`src/hw/rtl/spk_pkg.sv`:
```
// Shared constants, types and the hex digit function of the septet packer.
// Depends on nothing.
package spk_pkg;

  localparam int CharW  = 8;
  localparam int HexW   = 7;
  localparam int SeptW  = 7;
  localparam int OctW   = 8;

  localparam logic [CharW-1:0] FirstPrint    = 8'd32;
  localparam logic [CharW-1:0] LastPrint     = 8'd126;
  localparam logic [CharW-1:0] MaxCharsReset = 8'd160;

  // Words ready for the output side after one character.
  typedef struct packed {
    logic            err;     // one error word
    logic [2:0]      digits;  // hex digits to send: 0, 1, 2 or 4
    logic [15:0]     octets;  // first octet in the upper byte
  } spk_batch_t;

  function automatic logic [HexW-1:0] hex_ascii(input logic [3:0] nib);
    logic [HexW-1:0] n7;
    n7 = {3'b000, nib};
    if (nib < 4'd10) begin
      return 7'h30 + n7;
    end
    return 7'h41 + (n7 - 7'd10);
  endfunction

endpackage

```
`src/hw/rtl/spk_if.sv`:
```
// Valid/ready channel interfaces of the septet packer: characters in,
// hex digits out, and the register write port. Depends on spk_pkg.
interface spk_item_if;
  logic                     valid;
  logic                     ready;
  logic [spk_pkg::CharW-1:0] text_char;
  logic                     last_char;

  modport source (output valid, output text_char, output last_char, input ready);
  modport sink   (input valid, input text_char, input last_char, output ready);
endinterface

interface spk_result_if;
  logic                     valid;
  logic                     ready;
  logic [spk_pkg::HexW-1:0] hex_char;
  logic                     run_last;
  logic                     bad_input;

  modport source (output valid, output hex_char, output run_last, output bad_input,
                  input ready);
  modport sink   (input valid, input hex_char, input run_last, input bad_input,
                  output ready);
endinterface

interface spk_cfg_if;
  logic                     valid;
  logic                     ready;
  logic [spk_pkg::CharW-1:0] max_chars;

  modport source (output valid, output max_chars, input ready);
  modport sink   (input valid, input max_chars, output ready);
endinterface

```
`src/hw/rtl/spk_pack.sv`:
```
// Septet packing state, length limit register and the per-character packing
// logic. Depends on spk_pkg.
module spk_pack (
  input  logic                      clk,
  input  logic                      rst,
  input  logic                      cfg_write,
  input  logic [spk_pkg::CharW-1:0] cfg_max_chars,
  input  logic                      take,
  input  logic [spk_pkg::CharW-1:0] text_char,
  input  logic                      last_char,
  output spk_pkg::spk_batch_t       batch
);

  logic [spk_pkg::CharW-1:0] max_chars;
  logic [spk_pkg::SeptW-1:0] acc;
  logic [2:0]                bits_held;
  logic [spk_pkg::CharW-1:0] chars_seen;

  logic [spk_pkg::SeptW-1:0] acc_next;
  logic [2:0]                bits_held_next;
  logic [spk_pkg::CharW-1:0] chars_seen_next;

  logic        bad;
  logic [13:0] merged;
  logic [3:0]  bit_count;
  logic        full;
  logic [6:0]  rest;

  always_comb begin
    bad       = !(text_char inside {[spk_pkg::FirstPrint:spk_pkg::LastPrint]}) ||
                (chars_seen >= max_chars);
    merged    = {7'd0, acc} | ({7'd0, text_char[6:0]} << bits_held);
    bit_count = {1'b0, bits_held} + 4'd7;
    full      = bit_count[3];
    rest      = full ? {1'b0, merged[13:8]} : merged[6:0];

    batch           = '0;
    acc_next        = rest;
    bits_held_next  = bit_count[2:0];
    chars_seen_next = chars_seen + 8'd1;

    if (bad) begin
      batch.err       = 1'b1;
      batch.digits    = 3'd1;
      acc_next        = '0;
      bits_held_next  = '0;
      chars_seen_next = '0;
    end else begin
      if (full) begin
        batch.digits = 3'd2;
        batch.octets = {merged[7:0], 8'h00};
      end
      if (last_char) begin
        // pad the partial octet with zeros and close the message
        if (full && (bit_count[2:0] != 3'd0)) begin
          batch.digits = 3'd4;
          batch.octets = {merged[7:0], 1'b0, rest};
        end else if (!full) begin
          batch.digits = 3'd2;
          batch.octets = {1'b0, rest, 8'h00};
        end
        acc_next        = '0;
        bits_held_next  = '0;
        chars_seen_next = '0;
      end
    end
  end

  always_ff @(posedge clk) begin
    if (rst) begin
      max_chars  <= spk_pkg::MaxCharsReset;
      acc        <= '0;
      bits_held  <= '0;
      chars_seen <= '0;
    end else begin
      if (cfg_write) begin
        max_chars <= cfg_max_chars;
      end
      if (take) begin
        acc        <= acc_next;
        bits_held  <= bits_held_next;
        chars_seen <= chars_seen_next;
      end
    end
  end

endmodule

```
`src/hw/rtl/spk_emit.sv`:
```
// Digit buffer and output register: sends the words of one character as
// hex digits, one per cycle unless stalled. Depends on spk_pkg, spk_if.
module spk_emit (
  input  logic                clk,
  input  logic                rst,
  input  logic                load,
  input  spk_pkg::spk_batch_t batch,
  output logic                can_load,
  spk_result_if.source        hex_out
);

  logic [15:0] nibbles;
  logic [2:0]  left;
  logic        err;
  logic        advance;
  logic        send;

  assign advance  = !hex_out.valid || hex_out.ready;
  assign send     = advance && (left != 3'd0);
  // take a new batch once the buffer is empty or drains this cycle
  assign can_load = (left == 3'd0) || ((left == 3'd1) && advance);

  always_ff @(posedge clk) begin
    if (rst) begin
      left          <= '0;
      hex_out.valid <= 1'b0;
    end else begin
      if (send) begin
        hex_out.valid <= 1'b1;
      end else if (hex_out.ready) begin
        hex_out.valid <= 1'b0;
      end
      if (load) begin
        left <= batch.digits;
      end else if (send) begin
        left <= left - 3'd1;
      end
    end
  end

  always_ff @(posedge clk) begin
    if (send) begin
      hex_out.hex_char  <= err ? '0 : spk_pkg::hex_ascii(nibbles[15:12]);
      hex_out.run_last  <= (left == 3'd1);
      hex_out.bad_input <= err;
    end
    if (load) begin
      nibbles <= batch.octets;
      err     <= batch.err;
    end else if (send) begin
      nibbles <= {nibbles[11:0], 4'h0};
    end
  end

endmodule

```
`src/hw/rtl/septet_packer_hex_out_top.sv`:
```
// A taken character's digits load into the digit buffer, then move one by one
// to the output register. Throughput: one hex digit per cycle while the receiver
// is ready; a character is taken when the digit buffer is empty or in the cycle
// its predecessor's last digit moves to the output register.
// Reset (rst, synchronous): packing state and counters clear, max_chars = 160.
//
// Top level of the septet packer. Depends on spk_pkg, spk_if, spk_pack, spk_emit.
module septet_packer_hex_out_top (
  input  logic         clk,
  input  logic         rst,
  spk_cfg_if.sink      cfg,
  spk_item_if.sink     text_in,
  spk_result_if.source hex_out
);

  spk_pkg::spk_batch_t batch;
  logic                can_load;
  logic                take;

  // Register writes are taken at once; user must write only while idle, not enforced.
  assign cfg.ready     = 1'b1;

  // Accept a character whenever the digit buffer is free by the next edge.
  assign text_in.ready = can_load;
  assign take          = text_in.valid && can_load;

  // Pack the 7 low bits of the character into the running bit stream and
  // decide which octets, if any, go out for it.
  spk_pack u_pack (
    .clk           (clk),
    .rst           (rst),
    .cfg_write     (cfg.valid && cfg.ready),
    .cfg_max_chars (cfg.max_chars),
    .take          (take),
    .text_char     (text_in.text_char),
    .last_char     (text_in.last_char),
    .batch         (batch)
  );

  // Hold the octets and drain them as hex digits, high nibble first.
  spk_emit u_emit (
    .clk      (clk),
    .rst      (rst),
    .load     (take),
    .batch    (batch),
    .can_load (can_load),
    .hex_out  (hex_out)
  );

endmodule

```
`src/flat_wrapper.sv`:
```
// flat-port wrapper written by rule: the top's interface ports become plain ports
module septet_packer_hex_out_top_flat 
  (clk, rst, cfg_valid, cfg_max_chars, cfg_ready, text_in_valid, text_in_text_char, text_in_last_char, text_in_ready, hex_out_valid, hex_out_hex_char, hex_out_run_last, hex_out_bad_input, hex_out_ready);
  spk_cfg_if cfg_i ();
  spk_item_if text_in_i ();
  spk_result_if hex_out_i ();
  input  logic clk;
  input  logic rst;
  input wire logic [$bits(cfg_i.valid)-1:0] cfg_valid;
  input wire logic [$bits(cfg_i.max_chars)-1:0] cfg_max_chars;
  output wire logic [$bits(cfg_i.ready)-1:0] cfg_ready;
  input wire logic [$bits(text_in_i.valid)-1:0] text_in_valid;
  input wire logic [$bits(text_in_i.text_char)-1:0] text_in_text_char;
  input wire logic [$bits(text_in_i.last_char)-1:0] text_in_last_char;
  output wire logic [$bits(text_in_i.ready)-1:0] text_in_ready;
  output wire logic [$bits(hex_out_i.valid)-1:0] hex_out_valid;
  output wire logic [$bits(hex_out_i.hex_char)-1:0] hex_out_hex_char;
  output wire logic [$bits(hex_out_i.run_last)-1:0] hex_out_run_last;
  output wire logic [$bits(hex_out_i.bad_input)-1:0] hex_out_bad_input;
  input wire logic [$bits(hex_out_i.ready)-1:0] hex_out_ready;
  assign cfg_i.valid = cfg_valid;
  assign cfg_i.max_chars = cfg_max_chars;
  assign cfg_ready = cfg_i.ready;
  assign text_in_i.valid = text_in_valid;
  assign text_in_i.text_char = text_in_text_char;
  assign text_in_i.last_char = text_in_last_char;
  assign text_in_ready = text_in_i.ready;
  assign hex_out_valid = hex_out_i.valid;
  assign hex_out_hex_char = hex_out_i.hex_char;
  assign hex_out_run_last = hex_out_i.run_last;
  assign hex_out_bad_input = hex_out_i.bad_input;
  assign hex_out_i.ready = hex_out_ready;
  septet_packer_hex_out_top u_core (.clk(clk), .rst(rst), .cfg(cfg_i), .text_in(text_in_i), .hex_out(hex_out_i));
endmodule
```
`config.mk`:
```
export PLATFORM = sky130hd
export DESIGN_NAME = septet_packer_hex_out_top_flat
export DESIGN_NICKNAME = d
export VERILOG_FILES = /design/src/hw/rtl/spk_pkg.sv /design/src/hw/rtl/spk_if.sv /design/src/hw/rtl/spk_pack.sv /design/src/hw/rtl/spk_emit.sv /design/src/hw/rtl/septet_packer_hex_out_top.sv /design/src/flat_wrapper.sv
export SDC_FILE = /design/constraint.sdc
export NUM_CORES = 1
export LEC_CHECK = 0
export ABC_AREA = 1
export BUFFER_PORTS_ARGS = -buffer_cell sky130_fd_sc_hd__buf_2
export CORE_MARGIN = 2
export CORE_UTILIZATION = 63
export DETAILED_ROUTE_END_ITERATION = 8
export PLACE_DENSITY = 0.85
export SLEW_MARGIN = 20
export SYNTH_ARGS = -nofsm -noshare
export SYNTH_HDL_FRONTEND = slang
export SYNTH_SLANG_ARGS = --single-unit
```
`constraint.sdc`:
```
create_clock -name clk -period 2.7 [get_ports clk]
set_input_delay 0.27 -clock clk [delete_from_list [all_inputs] [get_ports clk]]
set_output_delay 0.27 -clock clk [all_outputs]
set_load 0.01 [all_outputs]
```
==> results.sh, run 1 <==
export IMPL_outcome="completed"
export IMPL_grt_ovfl_total=0
export IMPL_synth_xor_area_share_pct=2.192
export IMPL_path_clk_slew_ns=0.09
export IMPL_ys_seq_area_share_pct=43.21
export IMPL_io_pins=34
export IMPL_num_vias=2772
export IMPL_ir_drop_mv=0.3602
export IMPL_nNetsFinal=488
export IMPL_cts_tree="done"
export IMPL_ff2ff_path_depth=13
export IMPL_powerDensity_nw_per_um2=845.4
export IMPL_synth_ff_latch_count=56
export IMPL_hold_class="in -> reg"
export IMPL_post_drt_wl_per_cell_um=12.37
export IMPL_cts_buffers_inserted=5
export IMPL_drt_first_pass_iters=5
export IMPL_place_congestion=0.9428
export IMPL_intPower_mw=1.805
export IMPL_hold_path_depth=3
export IMPL_max_slew_margin_rel_pct=65.60
export IMPL_netlist_area_um2=3197
export IMPL_cp_max_fo=27
export IMPL_final_antenna_net_count=0
export IMPL_crit_buf_inv=5
export IMPL_p_sw_share_pct=38.60
export IMPL_cts_hold_buf=0
export IMPL_final_common_cell="nand2_1"
export IMPL_io_buffers=32
export IMPL_cp_end_kind="flop"
export IMPL_route_detailed_drc=0
export IMPL_areaGrowthSynthToFinish_pct=8.806
export IMPL_drt_iter0_drc=214
export IMPL_grt_pass1_vias=2574
export IMPL_report_final_hold_viol_count=0
export IMPL_post_cts_buffers=0
export IMPL_arrival_ns=2.27
export IMPL_crit_chain="inv_1, ha_1, inv_1, nor2_2, nand2_2, nand2_4, nand2_4, inv_6, nor2_2, inv_1, buf_4, o21ai_0, a21oi_1"
export IMPL_p_comb_share_pct=40.0
export IMPL_clockBufferDepth=2
export IMPL_synth_fp_nets=460
export IMPL_finalMaxSlewViolations=0
export IMPL_setup_viol=0
export IMPL_via_per_inst=5.372
export IMPL_max_freq_mhz=483.1
export IMPL_synth_compound_area_share_pct=10.53
export IMPL_cts_resized=0
export IMPL_initial_utilization_pct=66.36
export IMPL_worstReg2RegEnd="u_core.u_emit.left[1]"
export IMPL_synth_avg_cell_area_um2=7.611
export IMPL_ys_warn_count=0
export IMPL_muxShareOfSynthArea_pct=0
export IMPL_finalWirelength_um=6381
export IMPL_clock_sinks=56
export IMPL_rows=25
export IMPL_die_area_um2=5660
export IMPL_r2r_start="u_core.u_emit.left[1]"
export IMPL_synth_top_family_by_area="simple AND/OR/NAND/NOR gates"
export IMPL_critPathTopFamily="simple AND/OR/NAND/NOR gates"
export IMPL_layout_common_cells="nand2_1, inv_1, nor2_1"
export IMPL_grt_pass1_wl_um=11270
export IMPL_p_seq_share_pct=45.1
export IMPL_r2r_slack_ns=0.63
export IMPL_antenna_cells=0
export IMPL_power_switching_mw=1.135
export IMPL_htree_levels=2
export IMPL_tns_ns=0
export IMPL_dieWidth_um=75.24
export IMPL_synthAdderAreaFrac_pct=7.045
export IMPL_worst_clock_skew_ns=0.01221
export IMPL_crit_slowest_cell="dfxtp_1"
export IMPL_holdWs_ns=0.1792
export IMPL_dp_hpwl_um=4901
export IMPL_period_share_pct=76.66
export IMPL_hold_path_end="u_core.u_pack.max_chars[5]"
export IMPL_track_usage_pct=25.83
export IMPL_leakage_nw=1.583
export IMPL_start_kind="flop"
export IMPL_path_class="reg -> reg"
export IMPL_maxCapViolCount=0
export IMPL_min_period_ns=2.070
export IMPL_insertion_delay_ns=0.31
export IMPL_fp_dieH_um=75.24
export IMPL_grt_setup_unrepaired="no"
export IMPL_cts_root_buf="clkbuf_8"
export IMPL_crit_top_cell="inv_1"
export IMPL_synth_cell_types=33
export IMPL_synth_cells=420
export IMPL_drive_above_1_share_pct=14.03
export IMPL_antenna_found_initial=0
export IMPL_grt_max_degree=28
export IMPL_synth_simple_gate_area_share_pct=28.41
export IMPL_clkPwrFrac_pct=14.9
export IMPL_worstPathRequired_ns=2.90
export IMPL_cp_slowest_stage_delay_ns=0.35
export IMPL_worst_pin_slew_ns=0.5153
export IMPL_core_area_um2=4817
export IMPL_worstHoldStart="cfg_max_chars[5]"
## power groups by stage
| stage | clock network (mW) | logic (mW) | registers, mW |
|---|---|---|---|
| after floorplan | 0 | 0.834 | 1.36 |
| after global placement | 0 | 1.12 | 1.34 |
| after detailed placement | 0 | 1.17 | 1.35 |
| after CTS | 0.440 | 1.18 | 1.33 |
| after global routing | 0.475 | 1.33 | 1.36 |
| final | 0.438 | 1.18 | 1.33 |
## per-layer routing
| layer | part of all wire, % | up-vias | GRT usage, % |
|---|---|---|---|
| met3 | 5.0 | 9 | 4.016 |
| met1 | 45 | 1271 | 34.10 |
| li1 | - | 1406 | - |
| met2 | 49 | 86 | 43.96 |
| met5 | 0 | - | 0 |
| met4 | 1.6 | 0 | 7.797 |
## per-stage QoR
step	cell area, um2	util [%]	worst slack [ns]	total power [mW]	std cells
after floorplan	3197	-	0.8310	2.194	420
after global placement	3396	70.49	0.8132	2.455	508
after detailed placement	3396	70.49	0.6729	2.515	508
after CTS	3478	72.21	0.6278	2.946	516
after global routing	3478	72.21	0.4784	3.162	516
final	3478	72.21	0.6301	2.940	516
## registers in the layout, indices dropped and copies added, names as in the netlist
| register | flops |
|---|---|
| u_core.u_emit.nibbles | 16 |
| u_core.u_pack.chars_seen | 8 |
| u_core.u_pack.max_chars | 8 |
| u_core.u_emit.hex_out.hex_char | 7 |
| u_core.u_pack.acc | 7 |
| u_core.u_emit.left | 3 |
| u_core.u_pack.bits_held | 3 |
| u_core.u_emit.err | 1 |
| u_core.u_emit.hex_out.bad_input | 1 |
| u_core.u_emit.hex_out.run_last | 1 |
| u_core.u_emit.hex_out.valid | 1 |
## worst max path at each step
stage,to,slack [ns],cells after the start,start
after floorplan,u_core.u_emit.nibbles[0],0.83,7,u_core.u_emit.left[0]
after global routing,u_core.u_emit.left[2],0.48,13,u_core.u_emit.left[1]
after detailed placement,u_core.u_emit.left[1],0.67,13,u_core.u_emit.left[1]
after global placement,u_core.u_emit.left[2],0.81,11,u_core.u_emit.left[0]
final,u_core.u_emit.left[1],0.63,13,u_core.u_emit.left[1]
after CTS,u_core.u_emit.left[1],0.63,13,u_core.u_emit.left[1]
## synthesized netlist by cell type
cell type | number | area share, %
nor3_1 | 1 | 0.16
and3_1 | 1 | 0.20
buf_2 | 5 | 0.78
nor2_8 | 1 | 0.63
nand3_2 | 1 | 0.31
a31o_2 | 2 | 0.55
nand3b_1 | 1 | 0.23
o21ai_4 | 1 | 0.51
nand2_1 | 111 | 13
o21ai_1 | 3 | 0.47
o21ai_0 | 24 | 3.8
inv_2 | 4 | 0.47
inv_1 | 50 | 5.9
nor2_2 | 5 | 0.98
inv_6 | 1 | 0.27
nand2_2 | 2 | 0.39
clkbuf_2 | 1 | 0.16
o21bai_1 | 1 | 0.23
buf_1 | 1 | 0.12
nor2_1 | 42 | 4.9
edfxtp_1 | 26 | 24
ha_1 | 18 | 7.0
nand3_1 | 32 | 5.0
buf_4 | 1 | 0.23
nand4_1 | 4 | 0.78
xnor2_1 | 5 | 1.4
xor2_1 | 3 | 0.82
nand2_4 | 3 | 1.1
clkbuf_1 | 5 | 0.59
conb_1 | 1 | 0.12
a21oi_1 | 32 | 5.0
nor2_4 | 2 | 0.70
dfxtp_1 | 30 | 19
## kinds of logic after synthesis
kind of cell	after synthesis
AO/OA/AOI/OAI	63
XOR/XNOR	8
adder cells (fa/ha/maj)	18
buffers and inverters	68
flip-flops	56
other	1
AND/OR/NAND/NOR	206
## layout make-up
type	count	area (um2)
clock buffer	5	68.82
tap	67	83.83
multi-input combinational	296	1544
clock inverter	3	13.76
timing repair buffer	34	175.2
fill	405	1339
sequential	56	1381
inverter	55	211.5
## worst min-delay path: stages
cell,delay [ns]
buf_2,0.07
a21oi_1,0.05
o21ai_0,0.06
Power figures use the tool's default switching activity.
==> run 2, diff against run 1 <==
--- a/config.mk
+++ b/config.mk
@@ -5,12 +5,12 @@
 export SDC_FILE = /design/constraint.sdc
 export NUM_CORES = 1
 export LEC_CHECK = 0
-export ABC_AREA = 1
+export ABC_AREA = 0
 export BUFFER_PORTS_ARGS = -buffer_cell sky130_fd_sc_hd__buf_2
 export CORE_MARGIN = 2
-export CORE_UTILIZATION = 63
+export CORE_UTILIZATION = 53
 export DETAILED_ROUTE_END_ITERATION = 8
-export PLACE_DENSITY = 0.85
+export PLACE_DENSITY = 0.76
 export SLEW_MARGIN = 20
 export SYNTH_ARGS = -nofsm -noshare
 export SYNTH_HDL_FRONTEND = slang
==> constraint.sdc (replaced) <==
create_clock -name clk -period 1.9 [get_ports clk]
set_input_delay 0.19 -clock clk [delete_from_list [all_inputs] [get_ports clk]]
set_output_delay 0.19 -clock clk [all_outputs]
set_load 0.01 [all_outputs]
==> results.sh, run 2 <==
export IMPL_outcome="completed"
export IMPL_arrival_ns=2.08
export IMPL_initial_utilization_pct=55.74
export IMPL_synth_most_common_cell="nand2_1"
export IMPL_grt_ovfl_total=0
export IMPL_netlist_area_leader_share_pct=25.13
export IMPL_final_util_pct=67.99
export IMPL_r2r_slack_ns=0.03
export IMPL_route_detailed_drc=0
export IMPL_finalWirelength_um=6995
export IMPL_drt_first_pass_iters=4
export IMPL_ys_flop_type="dfxtp_1"
export IMPL_min_period_ns=1.866
export IMPL_track_usage_pct=21.40
export IMPL_io_buffers=32
export IMPL_drive_above_1_share_pct=30.61
export IMPL_via_per_inst=5.738
export IMPL_place_congestion=0.9029
export IMPL_grt_pass1_wl_um=10800
export IMPL_critPathLaunch="u_core.u_pack.chars_seen[0]"
export IMPL_powerDensity_nw_per_um2=1180
export IMPL_areaGrowthSynthToFinish_pct=21.99
export IMPL_synth_fp_nets=363
export IMPL_nNetsFinal=418
export IMPL_start_kind="flop"
export IMPL_layout_common_cells="nand2_1, buf_2, nor2_1"
export IMPL_insertion_delay_ns=0.32
export IMPL_report_final_hold_viol_count=0
export IMPL_dp_hpwl_um=4884
export IMPL_synth_avg_cell_area_um2=9.618
export IMPL_synth_area_leader_cell="edfxtp_1"
export IMPL_hold_class="in -> reg"
export IMPL_period_share_pct=98.22
export IMPL_synth_cells=323
export IMPL_die_area_um2=6490
export IMPL_ys_seq_area_share_pct=44.46
export IMPL_largestRegisters="u_core.u_emit.nibbles x16, u_core.u_pack.chars_seen x8, u_core.u_pack.max_chars x8"
export IMPL_holdWs_ns=0.08421
export IMPL_synth_edff_count=26
export IMPL_final_antenna_net_count=0
export IMPL_cp_max_fo=7
export IMPL_drt_iter0_drc=163
export IMPL_ff2ff_path_depth=7
export IMPL_worstHoldStart="cfg_max_chars[7]"
export IMPL_largest_register_ff_count=16
export IMPL_clock_sinks=56
export IMPL_num_vias=2588
export IMPL_fp_dieH_um=80.56
export IMPL_top_register="u_core.u_emit.nibbles"
export IMPL_cts_root_buf="clkbuf_8"
export IMPL_post_drt_wl_per_cell_um=15.51
export IMPL_grt_max_degree=22
export IMPL_dieWidth_um=80.56
export IMPL_synth_cell_types=60
export IMPL_maxCapViolCount=0
export IMPL_clockBufferDepth=2
export IMPL_hold_path_depth=3
export IMPL_setup_viol=0
export IMPL_htree_levels=2
export IMPL_core_area_um2=5574
export IMPL_io_pins=34
export IMPL_finalMaxSlewViolations=0
export IMPL_leakage_nw=1.519
export IMPL_grt_pass1_vias=2404
export IMPL_worstReg2RegEnd="u_core.u_pack.acc[6]"
export IMPL_path_clk_slew_ns=0.10
export IMPL_r2r_start="u_core.u_pack.chars_seen[0]"
export IMPL_synth_async_reset_ratio_pct=0
export IMPL_ys_warn_count=0
export IMPL_worst_clock_skew_ns=0.009829
export IMPL_antenna_cells=0
export IMPL_cts_tree="done"
export IMPL_synth_area_leaders="edfxtp_1, dfxtp_1, ha_1"
export IMPL_cp_end_kind="flop"
export IMPL_synth_ff_latch_count=56
export IMPL_hold_path_end="u_core.u_pack.max_chars[7]"
export IMPL_rows=27
export IMPL_cts_buffers_inserted=5
export IMPL_antenna_found_initial=0
export IMPL_final_common_cell="nand2_1"
export IMPL_path_class="reg -> reg"
export IMPL_netlist_area_um2=3107
export IMPL_synth_top_cells_by_count="nand2_1, dfxtp_1, nor2_1"
export IMPL_worstPathRequired_ns=2.11
export IMPL_max_freq_mhz=535.9
export IMPL_ir_drop_mv=0.8939
## run 2: worst max-delay path by stage
stage                                       end  slack (ns)  cells after the start
detailed placement    u_core.u_emit.nibbles[14]       -0.22                      7
CTS                 u_core.u_pack.chars_seen[2]       0.005                      8
floorplan                  u_core.u_pack.acc[6]        0.01                      8
global route        u_core.u_pack.chars_seen[6]       -0.07                      8
finish                     u_core.u_pack.acc[6]        0.03                      7
global placement      u_core.u_emit.nibbles[12]       -0.12                      7
## run 2: kinds of logic after synthesis
group                    share of synthesized area, %
buffers and inverters                           5.276
AO/OA/AOI/OAI                                   16.27
other                                          0.1207
XOR/XNOR                                        1.410
multiplexers                                    5.679
flip-flops                                      44.46
AND/OR/NAND/NOR                                 19.53
adder cells (fa/ha/maj)                         7.249
## run 2: worst max-delay path, cell delays in order (launching register included)
cell and delay (ns):
dfxtp_2 0.36, inv_2 0.05, ha_4 0.25, nand2b_4 0.12, a2111oi_4 0.06, or3_4 0.47
and4_4 0.21, a32o_1 0.25
## run 2: metal layers
layer	vias to the layer above	share of wire [%]	track usage (%)	wire length, um
li1	1270	-	-	-
met1	1244	43	27.96	3020
met2	67	51	36.17	3541
met3	7	5.0	4.382	349
met4	0	1.2	5.424	84
met5	-	0	0	0
## run 2: cell type report
type                            count  area, um2
Fill cell                         435       1784
Timing Repair Buffer               62      416.7
Clock inverter                      2      13.76
Multi-Input combinational cell    232       1718
Tap cell                           72      90.09
Inverter                           21      81.33
Clock buffer                        6      82.58
Sequential cell                    56       1388
## run 2: report_power, final
group | switching [mW] | total (mW) | leakage (nW) | internal [mW]
Sequential | 0.150 | 1.92 | 0.511 | 1.77
Clock | 0.404 | 0.703 | 0.0516 | 0.299
Combinational | 1.09 | 1.84 | 0.956 | 0.754
## run 2: timing repair
item	4_1_cts	5_1_grt
setup buffers	3	0
resized for setup	9	31
hold buffers	0	0
setup endpoints to repair	36	34
pin swaps	3	11
## run 2: stage by stage
| step | setup TNS [ns] | setup slack, ns | instances | instance area (um2) | total power, mW |
|---|---|---|---|---|---|
| after CTS | 0 | 0.005189 | 451 | 3659 | 4.385 |
| after global placement | -1.689 | -0.1198 | 440 | 3496 | 3.599 |
| after global routing | -0.5071 | -0.06642 | 451 | 3790 | 4.792 |
| final | 0 | 0.03382 | 451 | 3790 | 4.470 |
| after floorplan | 0 | 0.01409 | 323 | 3113 | 3.134 |
| after detailed placement | -4.091 | -0.2206 | 440 | 3496 | 3.682 |
